`src/vgh_pkg.sv`:
```
// vgh_pkg: shared types and constants of the voice gate with hangover and pre-roll
// holds the request structs, class and result codes, controller states and
// controller/datapath command and status structs; no dependencies
`timescale 1ns / 1ps

package vgh_pkg;

  localparam int HANDLE_WIDTH      = 16;
  localparam int PREROLL_DEPTH_DEF = 32;
  localparam int MAX_RESULTS       = 33;

  // configuration port
  localparam int CFG_INDEX_W = 1;
  localparam int CFG_DATA_W  = 8;
  localparam logic [CFG_INDEX_W-1:0] CFG_HANGOVER_LIMIT = 1'd0;
  localparam logic [CFG_INDEX_W-1:0] CFG_PREROLL_LIMIT  = 1'd1;
  localparam logic [7:0] HANGOVER_LIMIT_RST = 8'd10;
  localparam logic [5:0] PREROLL_LIMIT_RST  = 6'd30;

  // voice activity classes
  localparam logic [2:0] CLS_BEGIN     = 3'd0;
  localparam logic [2:0] CLS_END       = 3'd1;
  localparam logic [2:0] CLS_BEGIN_END = 3'd2;
  localparam logic [2:0] CLS_SILENCE   = 3'd3;
  localparam logic [2:0] CLS_ACTIVE    = 3'd4;
  localparam logic [2:0] CLS_ERROR     = 3'd5;

  // result kinds
  localparam logic [1:0] KIND_NOTICE = 2'd0;
  localparam logic [1:0] KIND_CHUNK  = 2'd1;
  localparam logic [1:0] KIND_FLUSH  = 2'd2;

  typedef struct packed {
    logic [2:0]              vad_class;
    logic [HANDLE_WIDTH-1:0] chunk_handle;
  } in_item_t;

  typedef struct packed {
    logic [1:0]              result_kind;
    logic [HANDLE_WIDTH-1:0] chunk_out;
    logic                    speaking_now;
    logic                    last_of_run;
  } out_item_t;

  typedef enum logic [2:0] {
    S_IDLE,
    S_EVAL,
    S_NOTICE,
    S_DRAIN,
    S_CURRENT,
    S_FLUSH
  } vgh_state_t;

  typedef struct packed {
    logic       capture;
    logic       eval;
    logic       emit;
    logic [1:0] kind;
    logic       from_store;
    logic       last;
    logic       step_idx;
    logic       clear_store;
  } vgh_cmd_t;

  typedef struct packed {
    logic notice_due;
    logic speaking;
    logic flush_due;
    logic fill_zero;
    logic drain_last;
    logic out_free;
  } vgh_stat_t;

endpackage

```
`src/vgh_ram.sv`:
```
// vgh_ram: generic single write port, single read port ram with registered read
// no dependencies
`timescale 1ns / 1ps

module vgh_ram #(
  parameter int WIDTH = 16,
  parameter int DEPTH = 32
) (
  input  logic                     clk,
  input  logic                     wr_en,
  input  logic [$clog2(DEPTH)-1:0] wr_addr,
  input  logic [WIDTH-1:0]         wr_data,
  input  logic [$clog2(DEPTH)-1:0] rd_addr,
  output logic [WIDTH-1:0]         rd_data
);

  logic [WIDTH-1:0] mem [DEPTH];

  always_ff @(posedge clk) begin
    if (wr_en) begin
      mem[wr_addr] <= wr_data;
    end
    rd_data <= mem[rd_addr];
  end

endmodule

```
`src/vgh_ctrl.sv`:
```
// vgh_ctrl: controller state machine of the voice gate
// sequences capture, frame update and the result burst; uses vgh_pkg
`timescale 1ns / 1ps

module vgh_ctrl (
  input  logic              clk,
  input  logic              rst,
  input  logic              in_valid,
  output logic              in_ready,
  input  vgh_pkg::vgh_stat_t stat,
  output vgh_pkg::vgh_cmd_t  cmd
);
  import vgh_pkg::*;

  vgh_state_t state, state_next;
  vgh_state_t after_notice;

  always_ff @(posedge clk) begin
    if (rst) begin
      state <= S_IDLE;
    end else begin
      state <= state_next;
    end
  end

  always_comb begin
    if (stat.speaking) begin
      after_notice = stat.fill_zero ? S_CURRENT : S_DRAIN;
    end else begin
      after_notice = stat.flush_due ? S_FLUSH : S_IDLE;
    end
  end

  // next state
  always_comb begin
    state_next = state;
    case (state)
      S_IDLE: begin
        if (in_valid) state_next = S_EVAL;
      end
      S_EVAL: begin
        state_next = S_NOTICE;
      end
      S_NOTICE: begin
        if (!stat.notice_due || stat.out_free) state_next = after_notice;
      end
      S_DRAIN: begin
        if (stat.out_free && stat.drain_last) state_next = S_CURRENT;
      end
      S_CURRENT: begin
        if (stat.out_free) state_next = S_IDLE;
      end
      S_FLUSH: begin
        if (stat.out_free) state_next = S_IDLE;
      end
      default: begin
        state_next = S_IDLE;
      end
    endcase
  end

  // outputs
  always_comb begin
    in_ready = 1'b0;
    cmd      = '0;
    case (state)
      S_IDLE: begin
        in_ready    = 1'b1;
        cmd.capture = in_valid;
      end
      S_EVAL: begin
        cmd.eval = 1'b1;
      end
      S_NOTICE: begin
        if (stat.notice_due && stat.out_free) begin
          cmd.emit = 1'b1;
          cmd.kind = KIND_NOTICE;
          cmd.last = !stat.speaking && !stat.flush_due;
        end
      end
      S_DRAIN: begin
        if (stat.out_free) begin
          cmd.emit       = 1'b1;
          cmd.kind       = KIND_CHUNK;
          cmd.from_store = 1'b1;
          cmd.step_idx   = !stat.drain_last;
        end
      end
      S_CURRENT: begin
        if (stat.out_free) begin
          cmd.emit        = 1'b1;
          cmd.kind        = KIND_CHUNK;
          cmd.last        = 1'b1;
          cmd.clear_store = 1'b1;
        end
      end
      S_FLUSH: begin
        if (stat.out_free) begin
          cmd.emit = 1'b1;
          cmd.kind = KIND_FLUSH;
          cmd.last = 1'b1;
        end
      end
      default: begin
        cmd = '0;
      end
    endcase
  end

  a_drain_has_data: assert property (@(posedge clk) disable iff (rst)
    state == S_DRAIN |-> !stat.fill_zero)
    else $error("drain entered with an empty pre-roll store");

  a_emit_into_free_slot: assert property (@(posedge clk) disable iff (rst)
    cmd.emit |-> stat.out_free)
    else $error("result loaded while output register still holds a request");

  a_idle_after_reset: assert property (@(posedge clk)
    $past(rst) |-> state == S_IDLE)
    else $error("controller not idle after reset");

endmodule

```
`src/vgh_datapath.sv`:
```
// vgh_datapath: gate state, hangover counter, pre-roll ring and output register
// uses vgh_pkg and vgh_ram; driven by vgh_ctrl commands
`timescale 1ns / 1ps

module vgh_datapath #(
  parameter int PREROLL_DEPTH = vgh_pkg::PREROLL_DEPTH_DEF
) (
  input  logic                               clk,
  input  logic                               rst,
  input  logic                               cfg_we,
  input  logic [vgh_pkg::CFG_INDEX_W-1:0]    cfg_addr,
  input  logic [vgh_pkg::CFG_DATA_W-1:0]     cfg_wdata,
  input  vgh_pkg::in_item_t                  in_item,
  input  vgh_pkg::vgh_cmd_t                  cmd,
  output vgh_pkg::vgh_stat_t                 stat,
  input  logic                               out_ready,
  output logic                               out_valid,
  output vgh_pkg::out_item_t                 out_item
);
  import vgh_pkg::*;

  localparam int AW  = $clog2(PREROLL_DEPTH);
  localparam int CAP = (PREROLL_DEPTH < MAX_RESULTS - 2) ? PREROLL_DEPTH : MAX_RESULTS - 2;
  localparam int FW  = $clog2(CAP + 1);

  function automatic logic [AW-1:0] wrap_add(input logic [AW-1:0] a, input logic [AW-1:0] b);
    logic [AW:0] s;
    s = {1'b0, a} + {1'b0, b};
    if (s >= (AW+1)'(PREROLL_DEPTH)) s = s - (AW+1)'(PREROLL_DEPTH);
    return s[AW-1:0];
  endfunction

  logic [7:0]              hangover_limit;
  logic [5:0]              preroll_limit;
  logic                    speaking;
  logic                    reported;
  logic signed [8:0]       count;
  logic                    flush_due;
  logic                    notice_due;
  logic [FW-1:0]           fill;
  logic [AW-1:0]           head;
  logic [FW-1:0]           idx;
  logic [FW-1:0]           idx_next;
  logic [2:0]              cls;
  logic [HANDLE_WIDTH-1:0] chunk;

  logic signed [8:0]       cnt_dec, cnt_new;
  logic                    spk_new, rep_new, flush_new;
  logic [FW-1:0]           bound;
  logic                    drop;
  logic [AW-1:0]           head1;
  logic [FW-1:0]           fill1;
  logic [AW-1:0]           wr_addr, rd_addr;
  logic                    wr_en;
  logic [HANDLE_WIDTH-1:0] rd_data;
  logic                    out_free;
  out_item_t               emit_item;

  // frame update
  always_comb begin
    cnt_dec = (count <= 9'sd0) ? 9'sd0 : count - 9'sd1;
    cnt_new = cnt_dec;
    spk_new = speaking;
    rep_new = reported;
    case (cls)
      CLS_BEGIN, CLS_BEGIN_END, CLS_ACTIVE: begin
        spk_new = 1'b1;
        cnt_new = signed'({1'b0, hangover_limit});
      end
      CLS_END, CLS_SILENCE: begin
        cnt_new = cnt_dec - 9'sd1;
      end
      CLS_ERROR: begin
        spk_new = 1'b0;
      end
      default: begin
        rep_new = 1'b0;
      end
    endcase
    flush_new = spk_new && (cnt_new <= 9'sd0);
    if (flush_new) spk_new = 1'b0;
  end

  // pre-roll bound and ring update while silent
  always_comb begin
    if (preroll_limit == 6'd0) begin
      bound = FW'(1);
    end else if (preroll_limit > 6'(CAP)) begin
      bound = FW'(CAP);
    end else begin
      bound = FW'(preroll_limit);
    end
    drop    = fill >= bound;
    head1   = drop ? wrap_add(head, AW'(1)) : head;
    fill1   = drop ? fill - FW'(1) : fill;
    wr_addr = wrap_add(head1, AW'(fill1));
    wr_en   = cmd.eval && !spk_new;
  end

  // read address follows the index the next cycle will hold
  always_comb begin
    if (cmd.eval) begin
      idx_next = '0;
    end else if (cmd.step_idx) begin
      idx_next = idx + FW'(1);
    end else begin
      idx_next = idx;
    end
    rd_addr = wrap_add(head, AW'(idx_next));
  end

  vgh_ram #(
    .WIDTH (HANDLE_WIDTH),
    .DEPTH (PREROLL_DEPTH)
  ) u_store (
    .clk     (clk),
    .wr_en   (wr_en),
    .wr_addr (wr_addr),
    .wr_data (chunk),
    .rd_addr (rd_addr),
    .rd_data (rd_data)
  );

  always_ff @(posedge clk) begin
    if (cmd.capture) begin
      cls   <= in_item.vad_class;
      chunk <= in_item.chunk_handle;
    end
  end

  always_ff @(posedge clk) begin
    if (rst) begin
      hangover_limit <= HANGOVER_LIMIT_RST;
      preroll_limit  <= PREROLL_LIMIT_RST;
    end else if (cfg_we) begin
      case (cfg_addr)
        CFG_HANGOVER_LIMIT: hangover_limit <= cfg_wdata;
        CFG_PREROLL_LIMIT:  preroll_limit  <= cfg_wdata[5:0];
        default: begin
        end
      endcase
    end
  end

  always_ff @(posedge clk) begin
    if (rst) begin
      speaking   <= 1'b0;
      reported   <= 1'b0;
      count      <= 9'sd0;
      flush_due  <= 1'b0;
      notice_due <= 1'b0;
      fill       <= '0;
      head       <= '0;
      idx        <= '0;
    end else begin
      idx <= idx_next;
      if (cmd.eval) begin
        speaking   <= spk_new;
        reported   <= spk_new;
        count      <= cnt_new;
        flush_due  <= flush_new;
        notice_due <= spk_new != rep_new;
        if (!spk_new) begin
          head <= head1;
          fill <= fill1 + FW'(1);
        end
      end
      if (cmd.clear_store) begin
        fill <= '0;
        head <= '0;
      end
    end
  end

  // output register
  assign out_free = !out_valid || out_ready;

  always_comb begin
    emit_item              = '0;
    emit_item.result_kind  = cmd.kind;
    emit_item.last_of_run  = cmd.last;
    case (cmd.kind)
      KIND_NOTICE: emit_item.speaking_now = speaking;
      KIND_CHUNK:  emit_item.chunk_out    = cmd.from_store ? rd_data : chunk;
      default:     emit_item.chunk_out    = '0;
    endcase
  end

  always_ff @(posedge clk) begin
    if (rst) begin
      out_valid <= 1'b0;
    end else if (cmd.emit) begin
      out_valid <= 1'b1;
    end else if (out_ready) begin
      out_valid <= 1'b0;
    end
  end

  always_ff @(posedge clk) begin
    if (cmd.emit) begin
      out_item <= emit_item;
    end
  end

  always_comb begin
    stat.notice_due = notice_due;
    stat.speaking   = speaking;
    stat.flush_due  = flush_due;
    stat.fill_zero  = fill == '0;
    stat.drain_last = idx == fill - FW'(1);
    stat.out_free   = out_free;
  end

  a_fill_bounded: assert property (@(posedge clk) disable iff (rst)
    fill <= FW'(CAP))
    else $error("pre-roll fill above its bound");

  a_flush_closes_gate: assert property (@(posedge clk) disable iff (rst)
    !(speaking && flush_due))
    else $error("flusher pending while gate still open");

endmodule

```
`src/voice_gate_hangover_preroll_top.sv`:
```
// voice_gate_hangover_preroll_top: top level of the voice gate with hangover and pre-roll
// joins vgh_ctrl and vgh_datapath; uses vgh_pkg
`timescale 1ns / 1ps

// Frame-rate voice gate. Each input request carries a voice-activity class and a chunk
// handle; the block answers with a burst of results (status notice, forwarded chunks,
// flusher marker), the last one flagged by last_of_run; a frame that needs no result
// gets none. Frames are handled one at a time: a frame is accepted, then updated, then
// given a notice slot, then its forwarded chunks or flusher are sent. Stored chunks
// come from the single read port of the pre-roll ram, which gives one stored chunk per
// cycle while the output register is free. The next frame is taken as soon as the last
// result of the previous one sits in the output register. The pre-roll ram is never
// cleared; only entries covered by the fill count are read.
// The user must write configuration registers only while the block is idle; the block
// itself does not enforce this.
module voice_gate_hangover_preroll_top #(
  parameter int PREROLL_DEPTH = vgh_pkg::PREROLL_DEPTH_DEF
) (
  input  logic                            clk,
  input  logic                            rst,
  input  logic                            cfg_we,
  input  logic [vgh_pkg::CFG_INDEX_W-1:0] cfg_addr,
  input  logic [vgh_pkg::CFG_DATA_W-1:0]  cfg_wdata,
  input  logic                            in_valid,
  output logic                            in_ready,
  input  vgh_pkg::in_item_t               in_item,
  output logic                            out_valid,
  input  logic                            out_ready,
  output vgh_pkg::out_item_t              out_item
);
  import vgh_pkg::*;

  vgh_cmd_t  cmd;
  vgh_stat_t stat;

  vgh_ctrl u_ctrl (
    .clk      (clk),
    .rst      (rst),
    .in_valid (in_valid),
    .in_ready (in_ready),
    .stat     (stat),
    .cmd      (cmd)
  );

  vgh_datapath #(
    .PREROLL_DEPTH (PREROLL_DEPTH)
  ) u_datapath (
    .clk       (clk),
    .rst       (rst),
    .cfg_we    (cfg_we),
    .cfg_addr  (cfg_addr),
    .cfg_wdata (cfg_wdata),
    .in_item   (in_item),
    .cmd       (cmd),
    .stat      (stat),
    .out_ready (out_ready),
    .out_valid (out_valid),
    .out_item  (out_item)
  );

endmodule
```
`config.mk`:
```
export PLATFORM = sky130hd
export DESIGN_NAME = voice_gate_hangover_preroll_top
export DESIGN_NICKNAME = d
export VERILOG_FILES = /design/src/vgh_pkg.sv /design/src/vgh_ram.sv /design/src/vgh_ctrl.sv /design/src/vgh_datapath.sv /design/src/voice_gate_hangover_preroll_top.sv
export SDC_FILE = /design/constraint.sdc
export NUM_CORES = 1
export LEC_CHECK = 0
export BUFFER_PORTS_ARGS = -buffer_cell sky130_fd_sc_hd__buf_2
export CAP_MARGIN = 20
export CORE_ASPECT_RATIO = 0.7
export CORE_MARGIN = 2
export CORE_UTILIZATION = 45
export CTS_BUF_LIST = sky130_fd_sc_hd__clkbuf_16
export CTS_CLUSTER_DIAMETER = 150
export DETAILED_ROUTE_END_ITERATION = 7
export HOLD_SLACK_MARGIN = 0.08
export PLACE_DENSITY = 0.72
export SLEW_MARGIN = 20
export SYNTH_ARGS = -nofsm -noshare
export SYNTH_HDL_FRONTEND = slang
export SYNTH_SLANG_ARGS = --single-unit
```
`constraint.sdc`:
```
create_clock -name clk -period 5.95 [get_ports clk]
set_clock_uncertainty 0.2 [all_clocks]
set_input_delay 1.19 -clock clk [delete_from_list [all_inputs] [get_ports clk]]
set_output_delay 1.19 -clock clk [all_outputs]
set_load 0.03 [all_outputs]
```
# Yosys cells after proc, flatten, opt, wreduce, memory -nomap -nowiden
# Memory sizes are Yosys's and may differ from the RTL's. A register that Yosys moved wholly into a read port is not among the register bits.
# Index checks and enable logic that the tools add are counted.
dict set report word_totals {
  in_bits 33
  ff_bits 84
  memories 1
  ramBits 512
  elab_cells 125
  output_inout_bits 22
}
dict set report op_classes {
  reduce_logical 28
  addsub 11
  magnitude_cmp 7
  n_bitwise 2
  eq_ne 17
  n_mux 42
}
# name words word_bits read_ports rd_ports_with_merged_regs write_ports line_no
set memory_table {}
lappend memory_table {u_datapath.u_store.mem 32 16 1 1 1 vgh_ram.sv:17} ;# logic [WIDTH-1:0] mem [DEPTH];
# op count
set op_table {}
lappend op_table {{two-way mux 5 bit} 9}
lappend op_table {{two-way mux 3 bit} 10}
lappend op_table {{subtractor 5 x 1 -> 5 bit, second input constant} 4}
lappend op_table {{greater-or-equal comparator 6 bit, second input constant} 3}
lappend op_table {{<= comparator 9 x 1 -> 1 bit, second input constant} 2}
lappend op_table {{case mux 9 bit (2 select lines)} 1}
lappend op_table {{subtractor 9 x 2 -> 9 bit, second input constant} 2}
lappend op_table {{two-way mux 16 bit} 1}
lappend op_table {{two-way mux 1 bit} 15}
lappend op_table {{case mux 3 bit (5 select lines)} 1}
lappend op_table {{adder 5 x 5 -> 6 bit} 2}
lappend op_table {{equality test 3 x 2 -> 1 bit, second input constant} 4}
lappend op_table {{equality test 3 bit, second input constant} 4}
lappend op_table {{case mux 3 bit (4 select lines)} 1}
lappend op_table {{adder 5 x 1 -> 5 bit, second input constant} 2}
lappend op_table {{two-way mux 9 bit} 1}
lappend op_table {{adder 5 x 1 -> 6 bit, second input constant} 1}
lappend op_table {{equality test 3 x 1 -> 1 bit, second input constant} 2}
lappend op_table {{greater-than comparator 6 x 5 -> 1 bit, second input constant} 1}
lappend op_table {{zero test 1 bit} 6}
lappend op_table {{zero test 3 bit} 2}
lappend op_table {{zero test 6 bit} 1}
lappend op_table {{inequality test 2 x 1 -> 1 bit, second input constant} 3}
lappend op_table {{AND reduction 2 bit} 3}
lappend op_table {{other kinds (17)} 26}

# Depth between registers and ports, before layout
# Gate-level depths: netlist of the first run.
dict set report depth {
  ltp_word 11
  mapped_depth 18
  mapped_depth_nobuf 16
}

# Modules after synthesis
# Synthesis of the first run repeated with hierarchy kept, for this count alone.
dict set report hier_totals {
  hier_cells 1687
  hier_area_um2 25635.8
}
# module instances cells_each area_each_um2 seq_area_each_um2
set modules_own_cells {}
lappend modules_own_cells {vgh_ram 1 1143 20534.7 15695.1}
lappend modules_own_cells {vgh_datapath 1 499 4760.8 2011.9}
lappend modules_own_cells {vgh_ctrl 1 45 340.3 60.1}

# Least setup slack after synthesis of the first run
# No wires, ideal clock.
dict set report synth_path {
  path_type {reg2reg}
  startpoint {register u_datapath.fill[0]}
  endpoint {register u_datapath.u_store.rd_data[10], read port of u_datapath.u_store.mem}
  stages_incl_launch_ff 18
  required_ns 5.629
  setup_slack_ns 0.913
  period_less_slack_ns 5.037
  setup_time_ns 0.121
  arrival_time_ns 4.716
  n_path_buf 3
  cell_sequence {dfxtp_1 -> clkbuf_1 -> inv_1 -> ha_1 -> and2_1 -> o21a_1 -> o31ai_1 -> nand2_1 -> nand2_1 -> xor2_1 -> nor2_1 -> ha_1 -> fa_1 -> clkbuf_1 -> clkbuf_1 -> mux4_2 -> mux4_2 -> mux2_2}
}
dict set report synth_via {
  elab_chain_cells 10
  word_cells_on_any_way 11
  classes_between {add/sub: 3; order compare: 1; eq/ne: 1; mux: 5; reduce/logical: 1}
}
# item line_no
set synth_lines {}
lappend synth_lines {{from (decl)} vgh_datapath.sv:40} ;# logic [FW-1:0] fill;
lappend synth_lines {{from (signal assigned)} vgh_datapath.sv:165} ;# fill <= fill1 + FW'(1);
lappend synth_lines {{subtractor 5 x 1 -> 5 bit (*)} vgh_datapath.sv:210} ;# stat.drain_last = idx == fill - FW'(1);
lappend synth_lines {{equality test 5 bit (*)} vgh_datapath.sv:210}
lappend synth_lines {{zero test 1 bit (*)} vgh_ctrl.sv:86} ;# cmd.step_idx = !stat.drain_last;
lappend synth_lines {{two-way mux 1 bit (*)} vgh_ctrl.sv:82} ;# if (stat.out_free) begin
lappend synth_lines {{two-way mux 1 bit (*)} vgh_ctrl.sv:66} ;# case (state)
lappend synth_lines {{two-way mux 5 bit (*)} vgh_datapath.sv:104} ;# end else if (cmd.step_idx) begin
lappend synth_lines {{two-way mux 5 bit (*)} vgh_datapath.sv:102} ;# if (cmd.eval) begin
lappend synth_lines {{via u_datapath.idx_next[0]} vgh_datapath.sv:43} ;# logic [FW-1:0] idx_next;
lappend synth_lines {{adder 5 x 5 -> 6 bit (*)} vgh_datapath.sv:28} ;# s = {1'b0, a} + {1'b0, b};
lappend synth_lines {{subtractor 5 x 1 -> 5 bit or greater-or-equal comparator 6 bit (tied branches)} vgh_datapath.sv:29} ;# if (s >= (AW+1)'(PREROLL_DEPTH)) s = s - (AW+1)'(PREROLL_DEPTH);
lappend synth_lines {{two-way mux 5 bit (*)} vgh_datapath.sv:29}
lappend synth_lines {{to (decl)} vgh_ram.sv:14} ;# output logic [WIDTH-1:0] rd_data
# The timed path passes the listed nets; every way through them passes the cells marked *.
# A chain may end at the register's enable or synchronous reset.

# Worst setup path in the final report of the first run
dict set report layout_path {
  startpoint {register u_datapath.count[0]}
  endpoint {memory u_datapath.u_store.mem[5][9], enable pin}
}
dict set report layout_via {
  elab_chain_cells 11
  word_cells_on_any_way 12
  classes_between {add/sub: 2; order compare: 2; mux: 5; reduce/logical: 3}
}
# item line_no
set layout_lines {}
lappend layout_lines {{from (decl)} vgh_datapath.sv:37} ;# logic signed [8:0] count;
lappend layout_lines {{from (signal assigned)} vgh_datapath.sv:160} ;# count <= cnt_new;
lappend layout_lines {{subtractor 9 x 2 -> 9 bit or <= comparator 9 x 1 -> 1 bit (tied branches)} vgh_datapath.sv:61} ;# cnt_dec = (count <= 9'sd0) ? 9'sd0 : count - 9'sd1;
lappend layout_lines {{two-way mux 9 bit (*)} vgh_datapath.sv:61}
lappend layout_lines {{subtractor 9 x 2 -> 9 bit} vgh_datapath.sv:71} ;# cnt_new = cnt_dec - 9'sd1;
lappend layout_lines {{case mux 9 bit (2 select lines) (*)} vgh_datapath.sv:65} ;# case (cls)
lappend layout_lines {{<= comparator 9 x 1 -> 1 bit (*)} vgh_datapath.sv:80} ;# flush_new = spk_new && (cnt_new <= 9'sd0);
lappend layout_lines {{logical AND 1 bit (*)} vgh_datapath.sv:80}
lappend layout_lines {{two-way mux 1 bit (*)} vgh_datapath.sv:81} ;# if (flush_new) spk_new = 1'b0;
lappend layout_lines {{zero test 1 bit (*)} vgh_datapath.sv:97} ;# wr_en = cmd.eval && !spk_new;
lappend layout_lines {{logical AND 1 bit (*)} vgh_datapath.sv:97}
lappend layout_lines {{two-way mux 1 bit (*)} vgh_ram.sv:20} ;# if (wr_en) begin
lappend layout_lines {{two-way mux 1 bit (implied by the code) (*)} vgh_ram.sv:21} ;# mem[wr_addr] <= wr_data;
lappend layout_lines {{to (decl)} vgh_ram.sv:17}
# Every way passes the cells marked *; elsewhere a longest branch is shown, timed or not.

==> results of run 1 <==
-- sequential cells by signal (all words and copies together), names as in the netlist --
| register | count |
|---|---|
| u_datapath.count | 9 |
| u_datapath.idx | 5 |
| u_datapath.chunk | 16 |
| u_datapath.out_valid | 1 |
| u_datapath.fill | 5 |
| u_datapath.flush_due | 1 |
| u_datapath.cls | 3 |
| u_datapath.notice_due | 1 |
| u_datapath.speaking | 1 |
| u_datapath.hangover_limit | 8 |
| u_datapath.head | 5 |
| u_datapath.u_store.rd_data | 16 |
| u_ctrl.state | 3 |
| u_datapath.preroll_limit | 6 |
| u_datapath.u_store.mem | 512 |
| u_datapath.out_item | 20 |
-- placed cells by master (no fill, tap or decap), drive strengths merged, types with 10 or more instances in the layout --
master | netlist | layout
clkinv | 0 | 28
xnor2 | 29 | 29
dfxtp | 61 | 61
o21ai | 15 | 15
xor2 | 11 | 11
nor2 | 78 | 78
edfxtp | 551 | 551
nand2b | 10 | 10
mux4 | 160 | 160
nor3 | 22 | 22
a21oi | 38 | 38
clkbuf | 47 | 55
buf | 26 | 111
mux2 | 16 | 16
a211oi | 17 | 17
nand3 | 20 | 20
and3 | 10 | 10
ha | 20 | 20
o211ai | 12 | 12
a22o | 16 | 16
nand2 | 70 | 70
inv | 12 | 24
-- worst paths after layout --
kind / end / cells past startpoint
worst max-delay path: u_datapath.u_store.mem[5][9] / 16
worst max register to register: u_datapath.u_store.mem[5][9] / 16
worst min-delay path: u_datapath.preroll_limit[0] / 2
worst min register to register: u_datapath.preroll_limit[0] / 2
-- stage by stage --
step / instances / cell area, sq um / hold WS, ps
after CTS: 2233 / 28200 / 262.9
after global placement: 2129 / 26450 / 248.6
final: 2235 / 28230 / 262.5
after detailed placement: 2129 / 26450 / 252.9
after global routing: 2235 / 28230 / 277.3
after floorplan: 1353 / 24970 / 233.2
-- tightest hold or removal path, cell delays in order, from the launching register on --
cell	delay, ps
sky130_fd_sc_hd__dfxtp_1	310
sky130_fd_sc_hd__nand2_1	50
sky130_fd_sc_hd__a21oi_1	60
-- where the power goes --
group	total [uW]	switching (uW)	internal (uW)	leakage, uW
logic	797	443	354	0.00266
registers	4920	124	4790	0.00546
clock network	3440	1570	1870	0.000874
-- layout make-up --
cell class	instances	area (sq um)
inverter	12	45.04
clock buffer	55	1376
timing repair buffer	111	763.2
multi-input combinational	656	6983
fill	4292	26820
tap	740	925.9
sequential	612	17770
clock inverter	49	366.6
-- layer usage --
layer | vias up | share of wire | GRT usage
met5 | - | 0 | 0
met4 | 0 | 0.019 | 0.04357
met3 | 80 | 0.088 | 0.04116
met2 | 616 | 0.45 | 0.2985
met1 | 6920 | 0.44 | 0.3079
li1 | 5687 | - | -
-- cells by family (layout without fill, tap and decap cells) --
| logic type | Yosys count | after routing |
|---|---|---|
| AND/OR/NAND/NOR | 259 | 259 |
| adder cells (fa/ha/maj) | 22 | 22 |
| flip-flops | 612 | 612 |
| XOR/XNOR | 40 | 40 |
| multiplexers | 184 | 184 |
| buffers and inverters | 85 | 227 |
| AO/OA/AOI/OAI | 151 | 151 |
==> out/metrics.cfg, run 1 <==
[layout]
final_net_count=1503
layout-drive-gt1-share=0.2776
insertedDiodeCount=0
post-route-util=0.5128
synthesis_to_layout_area_growth_pct=13.03

[die]
initial_util=0.4537
ioPinCount=55
coreArea_sq_um=55040
die_h_um=201.1
die_w_um=285.6
placement_rows=72
die_area_sq_um=57430

[logic_synthesis]
synth_area_per_cell_sq_um=18.46
syn-num-nets=1408
synthDominantAreaCellType=sky130_fd_sc_hd__edfxtp_1
synth_compound_area_frac=0.04254
synth_top_family_by_area=multiplexers
synth_simple_gate_area_share=0.05151
synth_sequential_area_ratio=0.7115
yosys_register_bits=612
yosysMostFrequentCell=sky130_fd_sc_hd__edfxtp_1
ys_top_cells_by_count=sky130_fd_sc_hd__edfxtp_1 (551), sky130_fd_sc_hd__mux4_2 (160), sky130_fd_sc_hd__nor2_1 (78), sky130_fd_sc_hd__nand2_1 (70), sky130_fd_sc_hd__dfxtp_1 (61)
synthXorXnorAreaFrac=0.01403
synth_edf_count=551
synth_ff_type=sky130_fd_sc_hd__edfxtp_1
synth_top_area_frac=0.6626
number_of_distinct_standard_cells_referenced_by_the_synthesized_netlist=68
syn-cell-area_sq_um=24970
ys.warnings.count=0
post_synth_inst_count=1353
async_reset_ff_frac=0
yosys-mux-area-fraction=0.1547
synth_area_leaders=sky130_fd_sc_hd__edfxtp_1 (66%), sky130_fd_sc_hd__mux4_2 (14%), sky130_fd_sc_hd__dfxtp_1 (4.9%)
synth-adder-area-share=0.01162

[routing]
detailedRoute.firstIterationViolations=1667
drcViolationCount=0
drt_pass1_iterations=7
route.vias.total=13303
number_of_vias_per_cell_after_detailed_routing=5.952
wire_per_inst_um=25.76
final_antenna_net_count=0
detail_route.wirelength_um=57570

[power]
power_per_cell_area_nw_per_um2=324.2
leakagePower_uw=0.008995
total_power_uw=9151
vdd.ir_drop.worst_mv=0.2552

[worst_setup_path]
critical_path.max_stage_delay_ps=560
startpoint_type=flop
path_max_fanout=19
critPathKind=flop to flop
critPathLaunch=u_datapath.count[0]
setup.worst_path.end_class=flop
r2r_setup_slack_ps=490
worstPathRequired_ps=6030
critical_path.slowest_cell=sky130_fd_sc_hd__a21oi_1
critical_path.top_delay_family=simple AND/OR/NAND/NOR gates
critical_path.cell_chain=inv_1 > ha_1 > nor3b_2 > a21oi_1 > nand2b_1 > ha_1 > nand3b_1 > a21boi_0 > mux2i_1 > nor4_1 > nand4_1 > nor4_4 > buf_4 > o211ai_2 > nor2_1 > buf_4
critPathArrivalTime_ps=5540
reg_to_reg_startpoint=u_datapath.count[0]
number_of_buffers_and_inverters_on_the_critical_path=3

[cts]
clockRootBuffer=sky130_fd_sc_hd__clkbuf_16
tritoncts=built
cts.hold.buffers_added=0
clockBufferDepth=3
cts.reportedPaths.clkPinSlew_ps=70
cts_post_setup_buffers_inserted=0
cts-buffers-inserted=55
clock_insertion_delay_worst_skew_ps=610
cts_max_level=2
cts_repair_resize_count=0
clock_sinks=612

[sta]
setup_viol=0
finalCritPeriodShare=0.9175
final_period_minus_worst_setup_slack_ps=5459
drv_slew=0
slew-limit-headroom=0.2638
worstMarginPinSlew_ps=1104
final.setup.tns_ps=0
max_freq_mhz=183.2
final_critical_path_setup_slack_ps=490.9
grt_setup_unrepaired=no
timing_hold_violations_final=0

[global_route]
grt_first_pass_wirelength_um=85290
gr-usage-all-layers=0.2007
grt.overflow.total=0
grt_max_degree=71
first_global_vias=13037
number_of_antenna_violations_at_the_first_check_in_global_routing=2

[placed_design]
gp_routability_congestion=0.8407
hpwl_after_detailed_placement_um=33740
place_ws_ps=616.1
number_of_port_buffers=54

[run]
max_cap_viol=0

[min_path]
hold_start=u_datapath.preroll_limit[0]
min-delay-path-class=flop to flop

[outcome]
run_status=finished, final reports clean

Note: power is estimated with default switching activity, not from simulation.
==> inputs of run 2 (changes only) <==
--- a/config.mk
+++ b/config.mk
@@ -12,9 +12,9 @@
 export CORE_UTILIZATION = 45
 export CTS_BUF_LIST = sky130_fd_sc_hd__clkbuf_16
 export CTS_CLUSTER_DIAMETER = 150
+export CTS_CLUSTER_SIZE = 8
 export DETAILED_ROUTE_END_ITERATION = 7
 export HOLD_SLACK_MARGIN = 0.08
-export PLACE_DENSITY = 0.72
 export SLEW_MARGIN = 20
 export SYNTH_ARGS = -nofsm -noshare
 export SYNTH_HDL_FRONTEND = slang
==> run 2 against run 1 <==
Sequential power about the same. Setup slack better by 68 ps. Total power up 12%. Non-clock buffer count up 25. Routed wire length up 5.0%. Final cell count up 3.2%. Via count up 2.1%. Die area unchanged. Global-route usage up 1.3 points. First-iteration DRC count up 5.8%. Largest power group unchanged. Highest routed layer unchanged.
==> out/metrics.cfg, run 2 (synthesis gave the netlist of run 1 again) <==
[global_route]
gr-usage-all-layers=0.2133  ; +0.01262
number_of_antenna_violations_at_the_first_check_in_global_routing=2  ; unchanged
grt_max_degree=85  ; +20%
grt.overflow.total=0  ; unchanged
first_global_vias=13382  ; +2.6%
grt_first_pass_wirelength_um=89400  ; +4.8%

[cts]
clockBufferDepth=3  ; unchanged
tritoncts=built
cts_repair_resize_count=0  ; unchanged
cts-buffers-inserted=86  ; +56%
cts_post_setup_buffers_inserted=0  ; unchanged
clock_sinks=612  ; unchanged
cts.hold.buffers_added=0  ; unchanged
cts_max_level=3  ; +1
cts.reportedPaths.clkPinSlew_ps=60  ; about the same
clockRootBuffer=sky130_fd_sc_hd__clkbuf_16
clock_insertion_delay_worst_skew_ps=620  ; about the same

[worst_setup_path]
startpoint_type=flop
setup.worst_path.end_class=flop
critical_path.slowest_cell=sky130_fd_sc_hd__fa_4
worstPathRequired_ps=6220  ; +190 ps
critPathKind=flop to flop
critical_path.cell_chain=inv_1 > ha_1 > and2_1 > o21a_1 > o31ai_1 > nand2_1 > nand2_1 > xor2_1 > nor2_1 > ha_4 > fa_4 > buf_12 > mux4_2 > mux4_2 > mux2_2
path_max_fanout=84  ; +65
critical_path.max_stage_delay_ps=790  ; +230 ps
critPathArrivalTime_ps=5670  ; +130 ps

[sta]
grt_setup_unrepaired=no
max_freq_mhz=185.5  ; +1.3%
final.setup.tns_ps=0  ; unchanged
drv_slew=0  ; unchanged
timing_hold_violations_final=0  ; unchanged
setup_viol=0  ; unchanged
final_period_minus_worst_setup_slack_ps=5391  ; -68.01 ps
finalCritPeriodShare=0.9061  ; -0.01143
final_critical_path_setup_slack_ps=558.9  ; +68.01 ps
slew-limit-headroom=0.2781  ; +0.01432
worstMarginPinSlew_ps=1083  ; -21.48 ps
whs_ps=256.4  ; -6.065 ps

[routing]
drt_pass1_iterations=5  ; -2
detail_route.wirelength_um=60430  ; +5.0%
drcViolationCount=0  ; unchanged
route.vias.total=13581  ; +2.1%
final_antenna_net_count=0  ; unchanged
number_of_vias_per_cell_after_detailed_routing=5.887  ; -1.1%
detailedRoute.firstIterationViolations=1763  ; +5.8%
wire_per_inst_um=26.20  ; +1.7%

[placed_design]
gp_routability_congestion=0.9420  ; +12%
number_of_port_buffers=54  ; unchanged
dp.cells=2143  ; +0.66%
place_ws_ps=591.4  ; -24.73 ps
hpwl_after_detailed_placement_um=36890  ; +9.3%

[layout]
final_net_count=1559  ; +3.7%
synthesis_to_layout_area_growth_pct=17.53
largest_registers=u_datapath.u_store.mem: 512 flops, u_datapath.out_item: 20 flops
mostFrequentLayoutCells=sky130_fd_sc_hd__edfxtp_1 (551), sky130_fd_sc_hd__mux4_2 (160), sky130_fd_sc_hd__clkbuf_16 (88)
insertedDiodeCount=0  ; unchanged
finalNonFillerCells=2307  ; +3.2%
largest_register_ff_count=512  ; unchanged
layout-drive-gt1-share=0.2929  ; +0.01532
top_register=u_datapath.u_store.mem
mostFrequentLayoutCell=sky130_fd_sc_hd__edfxtp_1

[die]
die_w_um=285.6  ; unchanged
initial_util=0.4537  ; unchanged
ioPinCount=55  ; unchanged
coreArea_sq_um=55040  ; unchanged
die_area_sq_um=57430  ; unchanged
die_h_um=201.1  ; unchanged
placement_rows=72  ; unchanged

[power]
vdd.ir_drop.worst_mv=0.2207  ; -14%
total_power_uw=10210  ; +12%
leakagePower_uw=0.009737  ; +8.2%
power_per_cell_area_nw_per_um2=347.8  ; +7.3%

[run]
max_cap_viol=0  ; unchanged

[outcome]
run_status=finished, final reports clean

[min_path]
min-delay-path-class=flop to flop

==> run 2: cell count changes in the layout (fill, tap and decap cells not counted), moves of 4 or more <==
cell | previous run | this run
sky130_fd_sc_hd__buf_4 | 51 | 62
sky130_fd_sc_hd__buf_8 | 2 | 9
sky130_fd_sc_hd__clkbuf_16 | 55 | 88
sky130_fd_sc_hd__clkinv_1 | 17 | 0
sky130_fd_sc_hd__clkinv_2 | 8 | 0
sky130_fd_sc_hd__clkinvlp_4 | 4 | 0
sky130_fd_sc_hd__inv_1 | 21 | 69
==> run 2: path summary, 6_finish.rpt <==
path	slack, ps	cells past startpoint	startpoint	end
setup reg to reg	560	15	u_datapath.fill[1]	u_datapath.u_store.rd_data[3]
hold reg to reg	260	2	u_datapath.hangover_limit[0]	u_datapath.hangover_limit[0]
hold / removal	260	2	u_datapath.hangover_limit[0]	u_datapath.hangover_limit[0]
setup / recovery	560	15	u_datapath.fill[1]	u_datapath.u_store.rd_data[3]
==> run 2: critical path: cells and delay by family (launching register included) <==
kind | cells | cell delay, ps
flip-flops | 1 | 440
AO/OA/AOI/OAI | 2 | 620
multiplexers | 3 | 1240
AND/OR/NAND/NOR | 4 | 610
XOR/XNOR | 1 | 230
adder cells (fa/ha/maj) | 3 | 1280
buffers and inverters | 2 | 530
==> run 2: per-layer routing <==
metal	wire [um]	part of all wire	GRT usage	vias to the layer above
met5	0	0	0	-
met4	1048	0.017	0.05254	0
met3	5281	0.087	0.05102	84
met2	25250	0.42	0.2868	595
met1	28860	0.48	0.3470	7070
li1	-	-	-	5832
==> run 2: final cells by class <==
type / instances / area, sq um
tap: 740 / 925.9
inverter: 12 / 45.04
multi-input combinational: 656 / 6990
clock inverter: 63 / 331.6
sequential: 612 / 17770
fill: 4313 / 25690
timing repair buffer: 136 / 1089
clock buffer: 88 / 2202
==> run 2: per-stage QoR <==
stage	cell area [sq um]	util
2_1_floorplan	24970	-
3_3_place_gp	26600	0.4833
3_5_place_dp	26600	0.4833
4_1_cts	29140	0.5294
5_1_grt	29350	0.5332
6_report	29350	0.5332
==> run 2: where the power goes <==
group | internal, uW | leakage [uW] | switching [uW]
Combinational | 376 | 0.00283 | 504
Clock | 2690 | 0.00144 | 1750
Sequential | 4800 | 0.00546 | 86.8
